[src/sv/rth_pkg.sv]
// Shared widths, types and register codes of the ray/triangle hit test.
package rth_pkg;

    // Coordinate width of the vertices and the ray registers (signed Q16.16 at 32).
    localparam int COORD_WIDTH = 32;

    // Edge and offset vectors are differences of two coordinates.
    localparam int DW = COORD_WIDTH + 1;
    // Full product of two difference values.
    localparam int PW = 2 * DW;
    // Cross product component: difference of two full products.
    localparam int XW = PW + 1;
    // Split of a cross component for the dot products: unsigned low part, signed high part.
    localparam int LW = DW;
    localparam int HW = XW - LW;
    // Partial products of the split multiply.
    localparam int LPW = LW + 1 + DW;
    localparam int HPW = HW + DW;
    // One recombined dot term, the sum of three terms, and the compare width.
    localparam int TW = XW + DW;
    localparam int SW = TW + 2;
    localparam int KW = SW + 2;

    // Pipeline depth, one enable per register stage.
    localparam int NSTAGE = 8;

    // Configuration port.
    localparam int CFG_IDX_W = 3;

    localparam logic [CFG_IDX_W-1:0] REG_ORIGIN_X = 3'd0;
    localparam logic [CFG_IDX_W-1:0] REG_ORIGIN_Y = 3'd1;
    localparam logic [CFG_IDX_W-1:0] REG_ORIGIN_Z = 3'd2;
    localparam logic [CFG_IDX_W-1:0] REG_DIR_X    = 3'd3;
    localparam logic [CFG_IDX_W-1:0] REG_DIR_Y    = 3'd4;
    localparam logic [CFG_IDX_W-1:0] REG_DIR_Z    = 3'd5;

    typedef logic signed [COORD_WIDTH-1:0] t_coord;
    typedef logic signed [DW-1:0]          t_diff;
    typedef logic signed [PW-1:0]          t_prod;
    typedef logic signed [XW-1:0]          t_cross;
    typedef logic signed [LPW-1:0]         t_lo_prod;
    typedef logic signed [HPW-1:0]         t_hi_prod;
    typedef logic signed [TW-1:0]          t_term;
    typedef logic signed [SW-1:0]          t_sum;
    typedef logic signed [KW-1:0]          t_cmp;
    typedef logic [NSTAGE-1:0]             t_stage_en;

    // Reset value of the direction z register: 1.0, kept modulo the coordinate width.
    localparam t_coord DIR_Z_RESET = t_coord'(65536);

endpackage

[src/sv/rth_ctl.sv]
// Pipeline control: per-stage valid bits and the ready chain that fills bubbles.
module rth_ctl (
    input  logic               i_clk,
    input  logic               i_rst_n,
    input  logic               i_valid,
    input  logic               i_out_ready,
    output logic               o_in_ready,
    output rth_pkg::t_stage_en o_en,
    output logic               o_out_valid
);

    localparam int N = rth_pkg::NSTAGE;

    logic [N-1:0] r_valid;
    logic [N-1:0] n_valid;
    logic [N:0]   w_rdy;

    // A stage may load when it is empty or its content moves on.
    always_comb begin
        w_rdy[N] = i_out_ready;
        for (int k = N - 1; k >= 0; k--) begin
            w_rdy[k] = !r_valid[k] || w_rdy[k+1];
        end
    end

    assign o_en = w_rdy[N-1:0];

    // Valid bits move with the data of each loading stage.
    always_comb begin
        for (int k = 0; k < N; k++) begin
            if (w_rdy[k]) begin
                n_valid[k] = (k == 0) ? i_valid : r_valid[(k == 0) ? 0 : k - 1];
            end else begin
                n_valid[k] = r_valid[k];
            end
        end
    end

    always_ff @(posedge i_clk) begin
        if (!i_rst_n) begin
            r_valid <= '0;
        end else begin
            r_valid <= n_valid;
        end
    end

    assign o_in_ready  = w_rdy[0];
    assign o_out_valid = r_valid[N-1];

    // Items in flight change only by the items taken in and handed out.
    a_conserve: assert property (@(posedge i_clk) disable iff (!i_rst_n)
        $past(i_rst_n) |-> ($countones(r_valid) == $countones($past(r_valid))
            + int'($past(i_valid && o_in_ready))
            - int'($past(o_out_valid && i_out_ready))))
        else $error("pipeline item count mismatch");

    // The input side is refused only when every stage holds an item.
    a_full: assert property (@(posedge i_clk) disable iff (!i_rst_n)
        !o_in_ready |-> (&r_valid))
        else $error("input refused with a free stage");

    // With the receiver taking items, the pipeline always moves.
    a_flow: assert property (@(posedge i_clk) disable iff (!i_rst_n)
        i_out_ready |-> o_in_ready)
        else $error("input refused while the output drains");

endmodule

[config.mk]
export PLATFORM = sky130hd
export DESIGN_NAME = rth_ctl
export DESIGN_NICKNAME = d
export VERILOG_FILES = /design/src/sv/rth_pkg.sv /design/src/sv/rth_ctl.sv
export SDC_FILE = /design/constraint.sdc
export NUM_CORES = 1
export LEC_CHECK = 0
export BUFFER_PORTS_ARGS = -buffer_cell sky130_fd_sc_hd__clkbuf_2
export CORE_AREA = 2 2 39 41
export DETAILED_ROUTE_END_ITERATION = 8
export DIE_AREA = 0 0 41 43
export SYNTH_ARGS = -nofsm -noshare
export SYNTH_HDL_FRONTEND = slang
export SYNTH_SLANG_ARGS = --single-unit
[constraint.sdc]
create_clock -name i_clk -period 1.4 [get_ports i_clk]
set_input_delay 0.21 -clock i_clk [delete_from_list [all_inputs] [get_ports i_clk]]
set_output_delay 0.21 -clock i_clk [all_outputs]
set_load 0.03 [all_outputs]
==> results.toml, run 1 <==
[critical_path]
start_kind = "flop"
worstPathRequired_ps = 1190
cp_max_fo = 4
r2r_cells = 6
r2r_slack_ps = 180
path_class = "flop to primary output"
reg2reg_to = "r_valid[3]"
endpoint_kind = "primary output"
worstPathArrival_ps = 1320
r2r_start = "r_valid[7]"

[cells_and_area]
finish.utilization = 0.418
nNetsFinal = 63
num_antenna_cells = 0
largest_reg_flops = 8
areaGrowthSynthToFinish_pct = 71.7
largest_register = "r_valid"
drive_above_1_share = 0.586
biggestRegsByFlops = "r_valid x8"

[placed_design]
hpwl_um = 470
io_buffers = 13
gp_congestion = 0.630

[hold_path]
hold_end = "r_valid[0]"
min_from = "i_valid"
hold_path.class = "primary input to flop"
hold_depth = 2

[die]
std_cell_rows = 14
dieHeight_um = 43
boundaryPins = 14
die_w_um = 41
initial_utilization = 0.243
design.die.area_um2 = 1760
coreArea_um2 = 1380

[sta]
drv_slew = 0
setup_violations = 6
fin_skew_ps = 4.01
max-slew-margin-rel = 0.850
worst_slack_ps = -127
max_freq_mhz = 655
hold_slack_ps = 167
period_minus_slack_ps = 1530
min_period_over_period = 1.09
hold_viol_final = 0
rsz0062_at_grt = "true"
tightest_slew_ps = 225

[outcome]
violations = "setup timing"
outcome = "complete, but fails checks"

[yosys]
synth_cell_types = 18
netlist_instances = 37
synthesis.area_um2 = 337
synth_seq_cells = 8
ys_seq_area_frac = 0.476
syn-num-nets = 41
syn_area_per_cell_um2 = 9.10
yosys_warnings = 0

[power_and_ir_drop]
power_density_nw_per_um2 = 784
leakagePower_nw = 0.248
vdd_ir_drop_max_uv = 289
finalPower_mw = 0.453

[drt]
vias = 312
drt_wl_total_um = 733
drc_errors = 0
ant_nets = 0
wl_per_cell_um = 9.91
drtIter0Drc = 0
via_per_inst = 4.22
drtPass1Iterations = 1

[global_route]
grt_pass1_vias = 309
grt_pass1_wl_um = 1110
overflow = 0
grt_max_degree = 11
antenna_found_initial = 0
grt_use_total = 0.101

[clocking]
cts_buffers = 3
clock-sinks = 8
tritoncts = "done"
ctsHtreeMaxLevel = 1
clockRootBuffer = "clkbuf_4"
cts_hold_buffers = 0
clk_pin_slew_ps = 60
clkLatencyLatePin_ps = 260
clk_path_buf_depth = 2

[run]
max_cap_violations = 0
-- repair_timing --
action,CTS,global route
setup endpoints to repair,6,8
gates resized for setup,13,17
buffers inserted,4,2
pin swaps,2,3
-- worst max path at each step --
| stage | end | start |
|---|---|---|
| after floorplan | o_en[0] | r_valid[7] |
| after global placement | o_en[1] | i_out_ready |
| after detailed placement | o_en[1] | r_valid[6] |
| after CTS | o_en[0] | r_valid[7] |
| after global routing | o_in_ready | r_valid[7] |
| final | o_en[0] | r_valid[7] |
-- critical path: stages (launching register included) --
cell     delay (ps)
dfxtp_4         340
and4b_4         260
inv_4            50
nor2_4          150
nand3_4         100
buf_6           150
-- Yosys cell counts --
cell type	n	share of area
dfxtp_1	8	0.48
o21a_1	5	0.11
inv_1	4	0.045
nand2_1	4	0.045
inv_2	2	0.022
nand3_1	2	0.030
a21oi_1	1	0.015
a22o_1	1	0.026
and2_2	1	0.022
and2b_1	1	0.022
and3_1	1	0.019
and4b_4	1	0.041
buf_4	1	0.022
clkbuf_1	1	0.011
nor2_2	1	0.019
nor2b_1	1	0.019
nor3_2	1	0.030
o21ai_2	1	0.026
-- report_power, final --
part / switching (mW) / leakage [nW] / internal [mW] / total [mW]
Clock: 0.0925 / 0.0150 / 0.110 / 0.202
Combinational: 0.00730 / 0.166 / 0.00834 / 0.0156
Sequential: 0.00471 / 0.0669 / 0.230 / 0.235
-- cell type report --
type	count	area (um^2)
tap	16	20.0
timing repair buffer	19	170
sequential	8	166
multi-input combinational	21	168
clock buffer	4	26.3
inverter	6	27.5
fill	145	806
-- kinds of logic after synthesis --
| kind of cell | count (synthesis) | share of synthesized area |
|---|---|---|
| simple gates | 13 | 0.245 |
| compound gates | 8 | 0.178 |
| buf+inv | 8 | 0.100 |
| flops | 8 | 0.476 |
-- through the flow --
step | setup TNS (ps) | cells | setup WS [ps] | area (um^2)
2_1_floorplan | 0 | 37 | 14.1 | 364
3_3_place_gp | 0 | 64 | 74.1 | 434
3_5_place_dp | 0 | 64 | 84.4 | 434
4_1_cts | -674 | 72 | -153 | 539
5_1_grt | -888 | 74 | -183 | 578
6_report | -561 | 74 | -127 | 578
-- placed cells by master (no fill, tap or decap) --
master / netlist / routed
clkbuf_8: 0 / 1
o21a_1: 5 / 5
inv_1: 4 / 3
nand2_1: 4 / 4
and2_4: 0 / 1
buf_4: 1 / 7
inv_4: 0 / 2
a22o_1: 1 / 1
clkbuf_1: 1 / 1
o21ai_2: 1 / 1
dfxtp_1: 8 / 5
nand3_1: 2 / 1
clkbuf_2: 0 / 5
buf_6: 0 / 3
a21oi_1: 1 / 1
inv_2: 2 / 1
nor2_4: 0 / 1
buf_8: 0 / 3
nand3_4: 0 / 1
nor3_4: 0 / 1
dfxtp_2: 0 / 2
nor2b_1: 1 / 1
dfxtp_4: 0 / 1
and3_1: 1 / 1
and4b_4: 1 / 1
and2b_1: 1 / 1
clkbuf_4: 0 / 3
-- metal layers --
layer | wire [um] | GRT usage | up-vias
met2 | 371 | 0.150 | 11
met3 | 33 | 0.0314 | 4
met5 | 0 | 0 | -
li1 | - | - | 162
met4 | 37 | 0.120 | 0
met1 | 291 | 0.0903 | 135
Power figures use the tool's default switching activity.
==> inputs of run 2 (changes only) <==
- ABC_AREA: default -> 1
==> results.toml, run 2 <==
[outcome]
outcome = "complete, but fails checks"
violations = "setup timing"

[critical_path]
path_class = "flop to primary output"
worstPathArrival_ps = 1320
worstPathRequired_ps = 1190
crit_start = "r_valid[5]"
endpoint_kind = "primary output"
r2r_start = "r_valid[5]"
cp_max_fo = 3
start_kind = "flop"

[sta]
hold_slack_ps = 182
min_period_over_period = 1.09
hold_viol_final = 0
period_minus_slack_ps = 1530
setup_violations = 5
max-slew-margin-rel = 0.822
max_freq_mhz = 656
tns_ps = -406
tightest_slew_ps = 267
rsz0062_at_grt = "true"
fin_skew_ps = 12.2
drv_slew = 0
worst_slack_ps = -125

[die]
design.die.area_um2 = 1760
die_w_um = 41
dieHeight_um = 43
std_cell_rows = 14
boundaryPins = 14
coreArea_um2 = 1380
initial_utilization = 0.240

[cells_and_area]
largest_register = "r_valid"
drive_above_1_share = 0.569
final_common_cell = "inv_1"
nNetsFinal = 63
mostFrequentLayoutCells = "inv_1 (9), clkbuf_2 (7), a21oi_1 (6), buf_4 (5), dfxtp_1 (5)"
fin_area_um2 = 537
largest_reg_flops = 8
stdcell_count = 74
biggestRegsByFlops = "r_valid x8"
areaGrowthSynthToFinish_pct = 61.9
finish.utilization = 0.388
num_antenna_cells = 0

[placed_design]
place_ws_ps = -16.7
placed_area_um2 = 444
dpl.cell_count = 68
hpwl_um = 543
gp_congestion = 0.674
io_buffers = 13

[clocking]
clockRootBuffer = "clkbuf_4"
clkLatencyLatePin_ps = 260
clock-sinks = 8
cts_buffers = 3
clk_pin_slew_ps = 60
ctsHtreeMaxLevel = 1
clk_path_buf_depth = 2
tritoncts = "done"

[yosys]
netlist_instances = 37
synth_top_area_frac = 0.483
ys_seq_area_frac = 0.483
synth_most_common_cell = "inv_1"
syn-num-nets = 41
synthesis.area_um2 = 332
synth_ff_type = "dfxtp_1"
syn_area_per_cell_um2 = 8.96
synth_common_cells = "inv_1 (9), dfxtp_1 (8), a21oi_1 (6), nor2_1 (3)"
synth_cell_types = 13
synth_seq_cells = 8
synth_top_cell_by_area = "dfxtp_1"
yosys_warnings = 0
synth_edf_count = 0
async_flop_share = 0
synthTopCellsByArea = "dfxtp_1 (48%), inv_1 (10%), a21oi_1 (9.1%)"

[power_and_ir_drop]
power_density_nw_per_um2 = 829
net-switching-power_mw = 0.0967
clkPwrFrac = 0.427
p_seq_frac = 0.530
vdd_ir_drop_max_uv = 428
comb_power_share = 0.043
leakagePower_nw = 0.248
switching_share = 0.217
internal_power_mw = 0.348
finalPower_mw = 0.445

[global_route]
grt_pass1_wl_um = 1100
antenna_found_initial = 0
grt_pass1_vias = 294
grt_max_degree = 9
overflow = 0
grt_use_total = 0.103

[drt]
drc_errors = 0
wl_per_cell_um = 9.72
drtPass1Iterations = 1
vias = 307
drt_wl_total_um = 719
ant_nets = 0
drtIter0Drc = 0
via_per_inst = 4.15

[run]
max_cap_violations = 0

[hold_path]
hold_path.class = "primary input to flop"
min_from = "i_valid"
## run 2: cell types whose count changed after synthesis, moves of 2 or more
cell	change
o21a_1	-5
nand2_1	-2
a21oi_1	+5
inv_1	+5
nor2_1	+3
## run 2: kinds of logic (layout without fill, tap and decap cells)
| kind of cell | Yosys count | in the layout | synth area share |
|---|---|---|---|
| AO/OA/AOI/OAI | 7 | 7 | 0.117 |
| buffers and inverters | 12 | 33 | 0.147 |
| flip-flops | 8 | 8 | 0.483 |
| AND/OR/NAND/NOR | 10 | 10 | 0.253 |
## run 2: cell type report
cell class | count | area [um^2]
Fill cell | 157 | 847
Sequential cell | 8 | 166
Timing Repair Buffer | 18 | 146
Multi-Input combinational cell | 17 | 136
Inverter | 11 | 41.3
Clock buffer | 4 | 26.3
Tap cell | 16 | 20.0
## run 2: final timing paths
path,to,slack [ps],depth (start not counted)
max,o_in_ready,-130,5
min,r_valid[0],180,3
max reg2reg,r_valid[0],340,5
min reg2reg,r_valid[6],480,2
## run 2: timing repair
| action | in CTS | in global routing |
|---|---|---|
| resized for setup | 13 | 3 |
| hold endpoints to repair | 0 | 0 |
| pin swaps | 1 | 1 |
| cloned | 0 | 0 |
| buffers inserted | 0 | 2 |
| setup endpoints to repair | 6 | 6 |
| hold buffers | 0 | 0 |
## run 2: power by group through the flow
stage                     Combinational [mW]  Clock (mW)  Sequential, mW
final                                 0.0190       0.190           0.236
after global routing                  0.0213       0.210           0.236
after detailed placement              0.0193           0           0.240
after CTS                             0.0194       0.200           0.235
after floorplan                       0.0103           0           0.240
after global placement                0.0185           0           0.240
## run 2: worst max-delay path, stage by stage (launching register included)
cell and delay, ps:
dfxtp_2 350, nand4_4 120, nor3_4 130, buf_4 140, nand4_4 120, clkbuf_8 190
## run 2: routing by layer
metal / global-route usage / share of wire
met5: 0 / 0
met4: 0.0600 / 0.017
met3: 0.0942 / 0.065
met2: 0.134 / 0.47
met1: 0.104 / 0.45
